`src/rtl/core/pps2_pkg.sv`:
```
package pps2_pkg;

    typedef enum logic [1:0] {
        OP_REPORT = 2'd0,
        OP_READ   = 2'd1,
        OP_OPEN   = 2'd2,
        OP_CLOSE  = 2'd3
    } op_t;

    typedef enum logic [2:0] {
        ST_OK     = 3'd0,
        ST_CLOSED = 3'd1,
        ST_ZERO   = 3'd2,
        ST_FULL   = 3'd3,
        ST_EMPTY  = 3'd4
    } status_t;

    // what the back end has to do for one word
    typedef enum logic [1:0] {
        K_NONE  = 2'd0,
        K_PUSH  = 2'd1,
        K_READ  = 2'd2,
        K_FLUSH = 2'd3
    } kind_t;

    typedef enum logic [2:0] {
        BS_IDLE   = 3'd0,
        BS_WR_HDR = 3'd1,
        BS_WR_DX  = 3'd2,
        BS_WR_DY  = 3'd3,
        BS_RD     = 3'd4,
        BS_RESP   = 3'd5
    } back_state_t;

    localparam int PKT_LEN   = 3;
    localparam int DELTA_MAX = 255;
    localparam int DELTA_MIN = -256;

    localparam logic [7:0] HDR_SYNC = 8'h08;
    localparam logic [7:0] HDR_XNEG = 8'h10;
    localparam logic [7:0] HDR_YNEG = 8'h20;

    typedef struct packed {
        op_t                operation;
        logic signed [15:0] pos_x;
        logic signed [15:0] pos_y;
    } cmd_t;

    typedef struct packed {
        status_t    status_code;
        logic [7:0] read_byte;
        logic       read_valid;
        logic [8:0] bytes_queued;
        logic       data_available;
    } res_t;

    typedef struct packed {
        kind_t      kind;
        status_t    status_code;
        logic       x_neg;
        logic       y_neg;
        logic [7:0] dx_byte;
        logic [7:0] dy_byte;
        logic [8:0] bytes_queued;
        logic       data_available;
    } desc_t;

endpackage

```
`src/rtl/core/pps2_front.sv`:
```
module pps2_front #(
    parameter int QUEUE_DEPTH = 256
) (
    input  logic             clk,
    input  logic             rst_n,
    input  logic             accept,
    input  pps2_pkg::cmd_t   cmd,
    output pps2_pkg::desc_t  desc
);

    localparam int AW = $clog2(QUEUE_DEPTH);
    localparam int QW = (AW > 9) ? AW : 9;
    localparam logic [AW:0] DEPTH_W = (AW + 1)'(QUEUE_DEPTH);
    localparam logic [AW:0] PKT_W = (AW + 1)'(pps2_pkg::PKT_LEN);
    localparam logic signed [16:0] DMAX = 17'(pps2_pkg::DELTA_MAX);
    localparam logic signed [16:0] DMIN = 17'(pps2_pkg::DELTA_MIN);

    logic                  is_open_reg, is_open_next;
    logic signed [15:0]    last_x_reg, last_x_next;
    logic signed [15:0]    last_y_reg, last_y_next;
    logic [AW-1:0]         count_reg, count_next;

    logic signed [16:0]    dx_full, dy_full;
    logic signed [16:0]    dx_sat, dy_sat;
    logic [AW:0]           count_plus;
    logic [QW-1:0]         count_wide;

    assign dx_full = {cmd.pos_x[15], cmd.pos_x} - {last_x_reg[15], last_x_reg};
    assign dy_full = {cmd.pos_y[15], cmd.pos_y} - {last_y_reg[15], last_y_reg};
    assign count_plus = {1'b0, count_reg} + PKT_W;

    always_comb
    begin
        if (dx_full > DMAX)
            dx_sat = DMAX;
        else if (dx_full < DMIN)
            dx_sat = DMIN;
        else
            dx_sat = dx_full;
        if (dy_full > DMAX)
            dy_sat = DMAX;
        else if (dy_full < DMIN)
            dy_sat = DMIN;
        else
            dy_sat = dy_full;
    end

    always_comb
    begin
        is_open_next = is_open_reg;
        last_x_next  = last_x_reg;
        last_y_next  = last_y_reg;
        count_next   = count_reg;
        desc.kind        = pps2_pkg::K_NONE;
        desc.status_code = pps2_pkg::ST_OK;
        desc.x_neg       = dx_full[16];
        desc.y_neg       = dy_full[16];
        desc.dx_byte     = dx_sat[7:0];
        desc.dy_byte     = dy_sat[7:0];
        case (cmd.operation)
            pps2_pkg::OP_REPORT:
            begin
                if (!is_open_reg)
                    desc.status_code = pps2_pkg::ST_CLOSED;
                else if (dx_full == '0 && dy_full == '0)
                    desc.status_code = pps2_pkg::ST_ZERO;
                else
                begin
                    last_x_next = cmd.pos_x;
                    last_y_next = cmd.pos_y;
                    if (count_plus < DEPTH_W)
                    begin
                        desc.kind  = pps2_pkg::K_PUSH;
                        count_next = count_plus[AW-1:0];
                    end
                    else
                        desc.status_code = pps2_pkg::ST_FULL;
                end
            end
            pps2_pkg::OP_READ:
            begin
                if (count_reg == '0)
                    desc.status_code = pps2_pkg::ST_EMPTY;
                else
                begin
                    desc.kind  = pps2_pkg::K_READ;
                    count_next = count_reg - 1'b1;
                end
            end
            pps2_pkg::OP_OPEN:
            begin
                if (!is_open_reg)
                begin
                    desc.kind    = pps2_pkg::K_FLUSH;
                    count_next   = '0;
                    is_open_next = 1'b1;
                end
            end
            pps2_pkg::OP_CLOSE:
                is_open_next = 1'b0;
            default:
                is_open_next = is_open_reg;
        endcase
        count_wide          = QW'(count_next);
        desc.bytes_queued   = count_wide[8:0];
        desc.data_available = (count_next != '0);
    end

    always_ff @(posedge clk or negedge rst_n)
    begin
        if (!rst_n)
        begin
            is_open_reg <= 1'b0;
            last_x_reg  <= '0;
            last_y_reg  <= '0;
            count_reg   <= '0;
        end
        else if (accept)
        begin
            is_open_reg <= is_open_next;
            last_x_reg  <= last_x_next;
            last_y_reg  <= last_y_next;
            count_reg   <= count_next;
        end
    end

endmodule

```
`src/rtl/core/pps2_queue.sv`:
```
module pps2_queue (
    input  logic             clk,
    input  logic             rst_n,
    input  logic             push,
    input  pps2_pkg::desc_t  push_word,
    input  logic             pop,
    output pps2_pkg::desc_t  head_word,
    output logic             empty,
    output logic             full
);

    // two slots, enough to keep the front end taking words while a packet is written
    pps2_pkg::desc_t slot_reg [2];
    logic            wr_ptr_reg, rd_ptr_reg;
    logic [1:0]      fill_reg;

    assign empty     = (fill_reg == 2'd0);
    assign full      = (fill_reg == 2'd2);
    assign head_word = slot_reg[rd_ptr_reg];

    always_ff @(posedge clk)
    begin
        if (push)
            slot_reg[wr_ptr_reg] <= push_word;
    end

    always_ff @(posedge clk or negedge rst_n)
    begin
        if (!rst_n)
        begin
            wr_ptr_reg <= 1'b0;
            rd_ptr_reg <= 1'b0;
            fill_reg   <= 2'd0;
        end
        else
        begin
            if (push)
                wr_ptr_reg <= ~wr_ptr_reg;
            if (pop)
                rd_ptr_reg <= ~rd_ptr_reg;
            if (push && !pop)
                fill_reg <= fill_reg + 2'd1;
            else if (pop && !push)
                fill_reg <= fill_reg - 2'd1;
        end
    end

endmodule

```
`src/rtl/core/pps2_back.sv`:
```
module pps2_back #(
    parameter int QUEUE_DEPTH = 256
) (
    input  logic             clk,
    input  logic             rst_n,
    input  pps2_pkg::desc_t  head_word,
    input  logic             empty,
    output logic             pop,
    output logic             done,
    output pps2_pkg::res_t   result
);

    localparam int AW = $clog2(QUEUE_DEPTH);
    localparam logic [AW-1:0] LAST_IDX = AW'(QUEUE_DEPTH - 1);

    pps2_pkg::back_state_t state_reg, state_next;
    pps2_pkg::desc_t       cur_reg;
    logic [AW-1:0]         wr_ptr_reg, rd_ptr_reg;
    logic [7:0]            rdata_reg;
    logic [7:0]            byte_mem [QUEUE_DEPTH];

    logic                  mem_we, mem_re;
    logic [AW-1:0]         mem_addr;
    logic [7:0]            wdata;
    logic [7:0]            hdr;

    assign hdr = pps2_pkg::HDR_SYNC
               | (cur_reg.x_neg ? pps2_pkg::HDR_XNEG : 8'h00)
               | (cur_reg.y_neg ? pps2_pkg::HDR_YNEG : 8'h00);

    always_comb
    begin
        state_next = state_reg;
        case (state_reg)
            pps2_pkg::BS_IDLE:
            begin
                if (!empty)
                begin
                    case (head_word.kind)
                        pps2_pkg::K_PUSH: state_next = pps2_pkg::BS_WR_HDR;
                        pps2_pkg::K_READ: state_next = pps2_pkg::BS_RD;
                        default:          state_next = pps2_pkg::BS_RESP;
                    endcase
                end
            end
            pps2_pkg::BS_WR_HDR: state_next = pps2_pkg::BS_WR_DX;
            pps2_pkg::BS_WR_DX:  state_next = pps2_pkg::BS_WR_DY;
            pps2_pkg::BS_WR_DY:  state_next = pps2_pkg::BS_RESP;
            pps2_pkg::BS_RD:     state_next = pps2_pkg::BS_RESP;
            pps2_pkg::BS_RESP:   state_next = pps2_pkg::BS_IDLE;
            default:             state_next = pps2_pkg::BS_IDLE;
        endcase
    end

    always_comb
    begin
        pop      = 1'b0;
        done     = 1'b0;
        mem_we   = 1'b0;
        mem_re   = 1'b0;
        mem_addr = wr_ptr_reg;
        wdata    = hdr;
        case (state_reg)
            pps2_pkg::BS_IDLE:   pop = !empty;
            pps2_pkg::BS_WR_HDR: mem_we = 1'b1;
            pps2_pkg::BS_WR_DX:
            begin
                mem_we = 1'b1;
                wdata  = cur_reg.dx_byte;
            end
            pps2_pkg::BS_WR_DY:
            begin
                mem_we = 1'b1;
                wdata  = cur_reg.dy_byte;
            end
            pps2_pkg::BS_RD:
            begin
                mem_re   = 1'b1;
                mem_addr = rd_ptr_reg;
            end
            pps2_pkg::BS_RESP:   done = 1'b1;
            default:             pop = 1'b0;
        endcase
    end

    assign result.status_code    = cur_reg.status_code;
    assign result.read_valid     = (cur_reg.kind == pps2_pkg::K_READ);
    assign result.read_byte      = result.read_valid ? rdata_reg : 8'h00;
    assign result.bytes_queued   = cur_reg.bytes_queued;
    assign result.data_available = cur_reg.data_available;

    // single port byte store
    always_ff @(posedge clk)
    begin
        if (mem_we)
            byte_mem[mem_addr] <= wdata;
        if (mem_re)
            rdata_reg <= byte_mem[mem_addr];
    end

    always_ff @(posedge clk)
    begin
        if (pop)
            cur_reg <= head_word;
    end

    always_ff @(posedge clk or negedge rst_n)
    begin
        if (!rst_n)
        begin
            state_reg  <= pps2_pkg::BS_IDLE;
            wr_ptr_reg <= '0;
            rd_ptr_reg <= '0;
        end
        else
        begin
            state_reg <= state_next;
            if (pop && head_word.kind == pps2_pkg::K_FLUSH)
            begin
                wr_ptr_reg <= '0;
                rd_ptr_reg <= '0;
            end
            else
            begin
                if (mem_we)
                    wr_ptr_reg <= (wr_ptr_reg == LAST_IDX) ? '0 : wr_ptr_reg + 1'b1;
                if (mem_re)
                    rd_ptr_reg <= (rd_ptr_reg == LAST_IDX) ? '0 : rd_ptr_reg + 1'b1;
            end
        end
    end

endmodule

```
`src/rtl/core/position_to_ps2_packet_fifo.sv`:
```
// absolute x/y reports go in as commands (start while busy is low) and come out as
// relative three-byte ps/2 packets in a byte ring of QUEUE_DEPTH entries; every command
// gives exactly one result, shown for one cycle with done high, and the receiver cannot
// stall it. the front end decides each word in the cycle it is taken and drops a
// descriptor into a two-slot queue, so busy only rises when that queue is full. the back
// end owns the single-port byte store: a queued packet is picked up, gets three byte writes
// and is then presented, a read is picked up, reads one byte and is presented, and every
// other command is picked up and presented. the back end finishes each word before it
// picks up the next, and results come out in command order.
module position_to_ps2_packet_fifo #(
    parameter int QUEUE_DEPTH = 256
) (
    input  logic            clk,
    input  logic            rst_n,
    input  logic            start,
    output logic            busy,
    input  pps2_pkg::cmd_t  cmd,
    output logic            done,
    output pps2_pkg::res_t  result
);

    pps2_pkg::desc_t front_word;
    pps2_pkg::desc_t head_word;
    logic            accept;
    logic            q_empty, q_full, q_pop;

    assign busy   = q_full;
    assign accept = start && !q_full;

    pps2_front #(
        .QUEUE_DEPTH(QUEUE_DEPTH)
    ) u_front (
        .clk    (clk),
        .rst_n  (rst_n),
        .accept (accept),
        .cmd    (cmd),
        .desc   (front_word)
    );

    pps2_queue u_queue (
        .clk       (clk),
        .rst_n     (rst_n),
        .push      (accept),
        .push_word (front_word),
        .pop       (q_pop),
        .head_word (head_word),
        .empty     (q_empty),
        .full      (q_full)
    );

    pps2_back #(
        .QUEUE_DEPTH(QUEUE_DEPTH)
    ) u_back (
        .clk       (clk),
        .rst_n     (rst_n),
        .head_word (head_word),
        .empty     (q_empty),
        .pop       (q_pop),
        .done      (done),
        .result    (result)
    );

endmodule

```
`config.mk`:
```
export PLATFORM = sky130hd
export DESIGN_NAME = position_to_ps2_packet_fifo
export DESIGN_NICKNAME = d
export VERILOG_FILES = /design/src/rtl/core/pps2_pkg.sv /design/src/rtl/core/pps2_front.sv /design/src/rtl/core/pps2_queue.sv /design/src/rtl/core/pps2_back.sv /design/src/rtl/core/position_to_ps2_packet_fifo.sv
export SDC_FILE = /design/constraint.sdc
export NUM_CORES = 2
export LEC_CHECK = 0
export CORE_MARGIN = 5
export CORE_UTILIZATION = 50
export DETAILED_ROUTE_END_ITERATION = 10
export DONT_BUFFER_PORTS = 1
export PLACE_DENSITY = 0.72
export SKIP_CTS_REPAIR_TIMING = 1
export SYNTH_ARGS = -nofsm -noshare
export SYNTH_HDL_FRONTEND = slang
export SYNTH_SLANG_ARGS = --single-unit
```
`constraint.sdc`:
```
create_clock -name clk -period 35.7 [get_ports clk]
set_input_delay 5.355 -clock clk [delete_from_list [all_inputs] [get_ports clk]]
set_output_delay 5.355 -clock clk [all_outputs]
set_load 0.01 [all_outputs]
```
-- After elaboration in Yosys (flattened, before gate mapping)
Memory sizes are Yosys's and may differ from the RTL's. A register that Yosys moved wholly into a read port is not among the register bits.
Index checks and enable logic that the tools add are counted.
- add/subtract/negate cells: 8
- multipliers: 0
- div/mod/pow operators: 0
- order comparisons: 5
- equality and inequality tests: 16
- shift operators: 0
- multiplexer cells: 46
- bitwise logic cells: 4
- reductions and logical operators: 24
- operator list (operator ; number):
    8-bit 2-to-1 mux ; 17
    17-bit by 9-bit greater-than comparator with 1-bit output (second input constant) ; 2
    17-bit zero test ; 2
    17-bit by 9-bit less-than comparator with 1-bit output (second input constant) ; 2
    16-bit by 16-bit subtractor with 17-bit output ; 2
    8-bit case mux with 3 select lines ; 1
    8-bit by 1-bit adder with 8-bit output (second input constant) ; 2
    8-bit == test (second input constant) ; 2
    8-bit case mux with 2 select lines ; 1
    2-bit 2-to-1 mux ; 7
    2-bit == test (second input constant) ; 6
    3-bit 2-to-1 mux ; 4
    3-bit case mux with 2 select lines ; 2
    3-bit case mux with 4 select lines ; 1
    8-bit by 2-bit adder with 9-bit output (second input constant) ; 1
    9-bit less-than comparator (second input constant) ; 1
    1-bit 2-to-1 mux ; 9
    8-bit zero test ; 1
    8-bit OR ; 1
    2-bit nonzero test ; 4
    8-bit nonzero test ; 1
    8-bit by 1-bit subtractor with 8-bit output (second input constant) ; 1
    3-bit by 2-bit == test with 1-bit output (second input constant) ; 2
    3-bit == test (second input constant) ; 2
    18 further kinds ; 29
- flip-flop bits (word level): 97
- bits in latches: 0
- RAM bits: 2112
- ROM bits: 0
- memories: 2
- memory list (name ; words ; width ; rd ports ; clocked after memory_dff ; wr ports ; RTL line ; source):
    u_back.byte_mem ; 256 ; 8 ; 1 ; 1 ; 1 ; pps2_back.sv:20 ; logic [7:0] byte_mem [QUEUE_DEPTH];
    u_queue.slot_reg ; 2 ; 32 ; 1 ; 0 ; 1 ; pps2_queue.sv:13 ; pps2_pkg::desc_t slot_reg [2];

-- Longest topological paths before layout
- depth after elaboration: 7
- depth in mapped cells: 17
- gate-level depth less buffers: 14

-- Modules after synthesis
A second synthesis with hierarchy kept.
- cell total of the unflattened synthesis: 6595
- area, all modules: 90076.4 sq um
- by module, submodules not included (module ; times used ; cells each ; area each (sq um) ; sequential area each (sq um)):
    pps2_back ; 1 ; 5962 ; 83069.7 ; 63205.6
    pps2_front ; 1 ; 513 ; 4272.8 ; 1026.0
    pps2_queue ; 1 ; 119 ; 2720.1 ; 2082.0
    position_to_ps2_packet_fifo ; 1 ; 1 ; 13.8 ; 0.0

-- Worst setup path before layout
No wires, ideal clock.
- path kind: reg2reg
- start: register u_back.state_reg[0]
- end: memory u_back.byte_mem[0][5] (data pin)
- data arrival time: 10.914 ns
- required time: 33.513 ns
- slack: 22.598 ns
- stages on the path, launching flop included: 5
- clock period less this slack: 13.102 ns
- path through: dfrtp_1 buf_2 buf_1 mux2i_1 o21ai_0
- longest elaborated chain between the ends: 2
- elaborated cells between the ends (all ways): 3
- RTL lines (what ; RTL line ; source):
    start: declaration ; pps2_back.sv:16 ; pps2_pkg::back_state_t state_reg, state_next;
    start signal: assignment ; pps2_back.sv:111 ; state_reg <= pps2_pkg::BS_IDLE;
    start signal: assignment ; pps2_back.sv:117 ; state_reg <= state_next;
    3-bit by 2-bit == test with 1-bit output ; pps2_back.sv:63 ; case (state_reg)
    8-bit case mux with 2 select lines * ; pps2_back.sv:63 ;
    named net u_back.wdata[5] ; pps2_back.sv:24 ; logic [7:0] wdata;
    end: declaration ; pps2_back.sv:20 ;
The timed path passes the listed nets; every way through them passes the cells marked *.

==> impl_metrics.ini <==
[status]
status = complete, no violations

[detailed_routing]
viasPerCell = 6.28
wl_per_cell_um = 28.5
drtIter0Drc = 6134
vias = 46400
routed_wirelength_um = 211000
first_pass_iters = 6
route.detailed.drc = 0
postRouteAntennaNets = 0

[sta]
max-slew-margin-rel_pct = 13.3
hold_viol = 0
slew_violations = 0
fin_crit_sh_pct = 26.4
grt_setup_unrepaired = false
setup_tns_ns = 0
finalSetupViolCount = 0
final.min_clock_period_ns = 9.42
finalClockSkew_ns = 0.0547
max_freq_mhz = 106
worstMarginPinSlew_ns = 1.30
setup_ws_ns = 26.28

[placed_design]
dp.cells = 7001
dpl.hpwl_um = 120000
dp_slack_ns = 25.56
port_buffers = 0
place.gp.congestion = 0.883

[synth]
ys.flop_type = edfxtp_1
synth_cell_types = 77
synth-edff-count = 2152
synth_top_area_cell = edfxtp_1
ys_seq_elements = 2216
synth_area_leaders = edfxtp_1 (72%), mux4_2 (13%), nand2_1 (2.3%)
netlist_area_um2 = 89300
postSynthAreaPerCell_um2 = 18.4
ys_seq_area_share_pct = 74.1
synthCells = 4849
synth_top_area_share_pct = 72.3
async_reset_ff_share_pct = 2.89
syn-num-nets = 4927
ys_warn_count = 0

[grt]
antenna_found_initial = 3
grt_overflow = 0
grt_usage_pct = 22.6
grt_max_degree = 254
grt_pass1_vias = 46000
grt_first_pass_wirelength_um = 312000

[power_and_ir_drop]
switching_power_w = 0.00296
finalPower_w = 0.00855
leakage_nw = 31.6
p_per_area_nw_per_um2 = 86.8
switching_share_pct = 34.6
p_int_w = 0.00560
clkPwrFrac_pct = 25.1
peakVddDrop_mv = 0.0820
power_frac_comb_pct = 35.3
seqPwrFrac_pct = 39.5

[layout]
final_util_pct = 55.3
area_growth_pct = 10.2
layout.cells.non_filler = 7391
nNetsFinal = 4935
largest_reg_flops = 2048
drive_above_1_share_pct = 19.2

[critical_path]
worstPathMaxFanout = 14
cp.required_ns = 36.24
startpoint_type = primary input
r2r_setup_slack_ns = 27.99
endpoint_kind = register
cp.arrival_ns = 9.96
path_class = primary input to register

[floorplanning]
die_area_um2 = 187000
ioPinCount = 61
num_rows = 155
initial_utilization_pct = 50.2
die_h_um = 433
fp.coreArea_um2 = 178000
fp.dieW_um = 433

[job]
cap_viol_max_count = 0

[hold_path]
min_path_type = register to register

[cts]
clockRootBuffer = clkbuf_16
cts_buffers = 208
h-tree-depth = 4
insertion_delay_ns = 0.85
clock-sinks = 2216
clkTransAtPathRegs_ns = 0.06
cts_buffer_depth = 3
cts_tree = yes
## power groups by stage
stage,Sequential [W],Combinational (W),Clock [W]
after global routing,0.00339,0.00322,0.00229
after global placement,0.00343,0.00296,0
after floorplan,0.00354,0.00208,0
final,0.00338,0.00302,0.00215
after CTS,0.00338,0.00302,0.00217
after detailed placement,0.00343,0.00301,0
## routing by layer
layer	GRT usage (%)	part of all wire [%]
met1	32.3	39
met2	35.4	48
met3	4.85	9.6
met4	6.93	3.2
met5	0	0
## final timing paths
kind | start | endpoint | cells past startpoint
max | cmd[16] | u_queue.slot_reg[0][0]$_DFFE_PP_ | 14
min | u_queue.fill_reg[1]$_DFFE_PN0P_ | u_queue.fill_reg[1]$_DFFE_PN0P_ | 1
max reg2reg | u_back.state_reg[0]$_DFFE_PN0P_ | u_back.rdata_reg[4]$_DFFE_PP_ | 11
min reg2reg | u_queue.fill_reg[1]$_DFFE_PN0P_ | u_queue.fill_reg[1]$_DFFE_PN0P_ | 1
max in group asynchronous | rst_n | u_queue.fill_reg[0]$_DFFE_PN0P_ | 0
min in group asynchronous | rst_n | u_front.last_y_reg[0]$_DFFE_PN0P_ | 0
## logic make-up (layout without fill, tap and decap cells)
logic type	Yosys count	in the layout	share of synthesized area, %
DFF	2216	2216	74.1
and+or+nand+nor	1181	1181	5.78
muxes	634	634	14.3
AOI/OAI and AO/OA	398	398	3.03
buffers and inverters	354	538	1.88
adders and majority gates	41	41	0.591
xor gates and xnor gates	24	24	0.235
other	1	4	0.00420
## area by class of cell
type                       instances  area, µm²
antenna                            3       7.51
sequential                      2216      66200
multi-input combinational       2279      21600
tap                             2355       2950
clock inverter                   121       1160
inverter                          58        218
timing repair buffer              94        843
fill                           13200      79600
clock buffer                     265       5440
## stage by stage
| step | hold slack (ns) | cell area [µm²] |
|---|---|---|
| final | 0.514 | 98500 |
| after global routing | 0.533 | 98500 |
| after CTS | 0.517 | 98400 |
| after detailed placement | 0.507 | 91800 |
| after global placement | 0.490 | 91800 |
| after floorplan | 0.465 | 89300 |
## synth_stat cells, types with 32 or more instances
| library cell | n |
|---|---|
| a211oi_1 | 69 |
| a21oi_1 | 62 |
| a311oi_1 | 32 |
| and3_1 | 110 |
| buf_1 | 46 |
| buf_2 | 52 |
| buf_4 | 39 |
| clkbuf_1 | 140 |
| dfrtp_1 | 64 |
| edfxtp_1 | 2152 |
| ha_1 | 39 |
| inv_1 | 58 |
| mux2_2 | 43 |
| mux2i_1 | 78 |
| mux4_2 | 512 |
| nand2_1 | 537 |
| nand3_1 | 78 |
| nor2_1 | 324 |
| o21ai_0 | 88 |
## layout by cell type, fill, tap and decap left out, drive strengths merged, types with 39 or more instances in the layout
| cell | n |
|---|---|
| a211oi | 71 |
| a21oi | 62 |
| and3 | 110 |
| buf | 94 |
| clkbuf | 265 |
| clkinv | 96 |
| dfrtp | 64 |
| edfxtp | 2152 |
| ha | 39 |
| inv | 67 |
| mux2 | 44 |
| mux2i | 78 |
| mux4 | 512 |
| nand2 | 537 |
| nand3 | 78 |
| nor2 | 325 |
| o21ai | 92 |
## critical path, stage by stage
cell      delay, ns
inv_1          0.04
ha_1           0.20
fa_1           0.41
nand2b_1       0.20
a211oi_2       0.49
o21ai_0        0.24
a311o_1        0.38
o21bai_1       0.18
nor4_1         0.71
nand4_1        0.67
and2_1         0.40
o211a_1        0.27
nor3_1         0.26
nand4b_1       0.14
(Power assumes the default switching activity.)
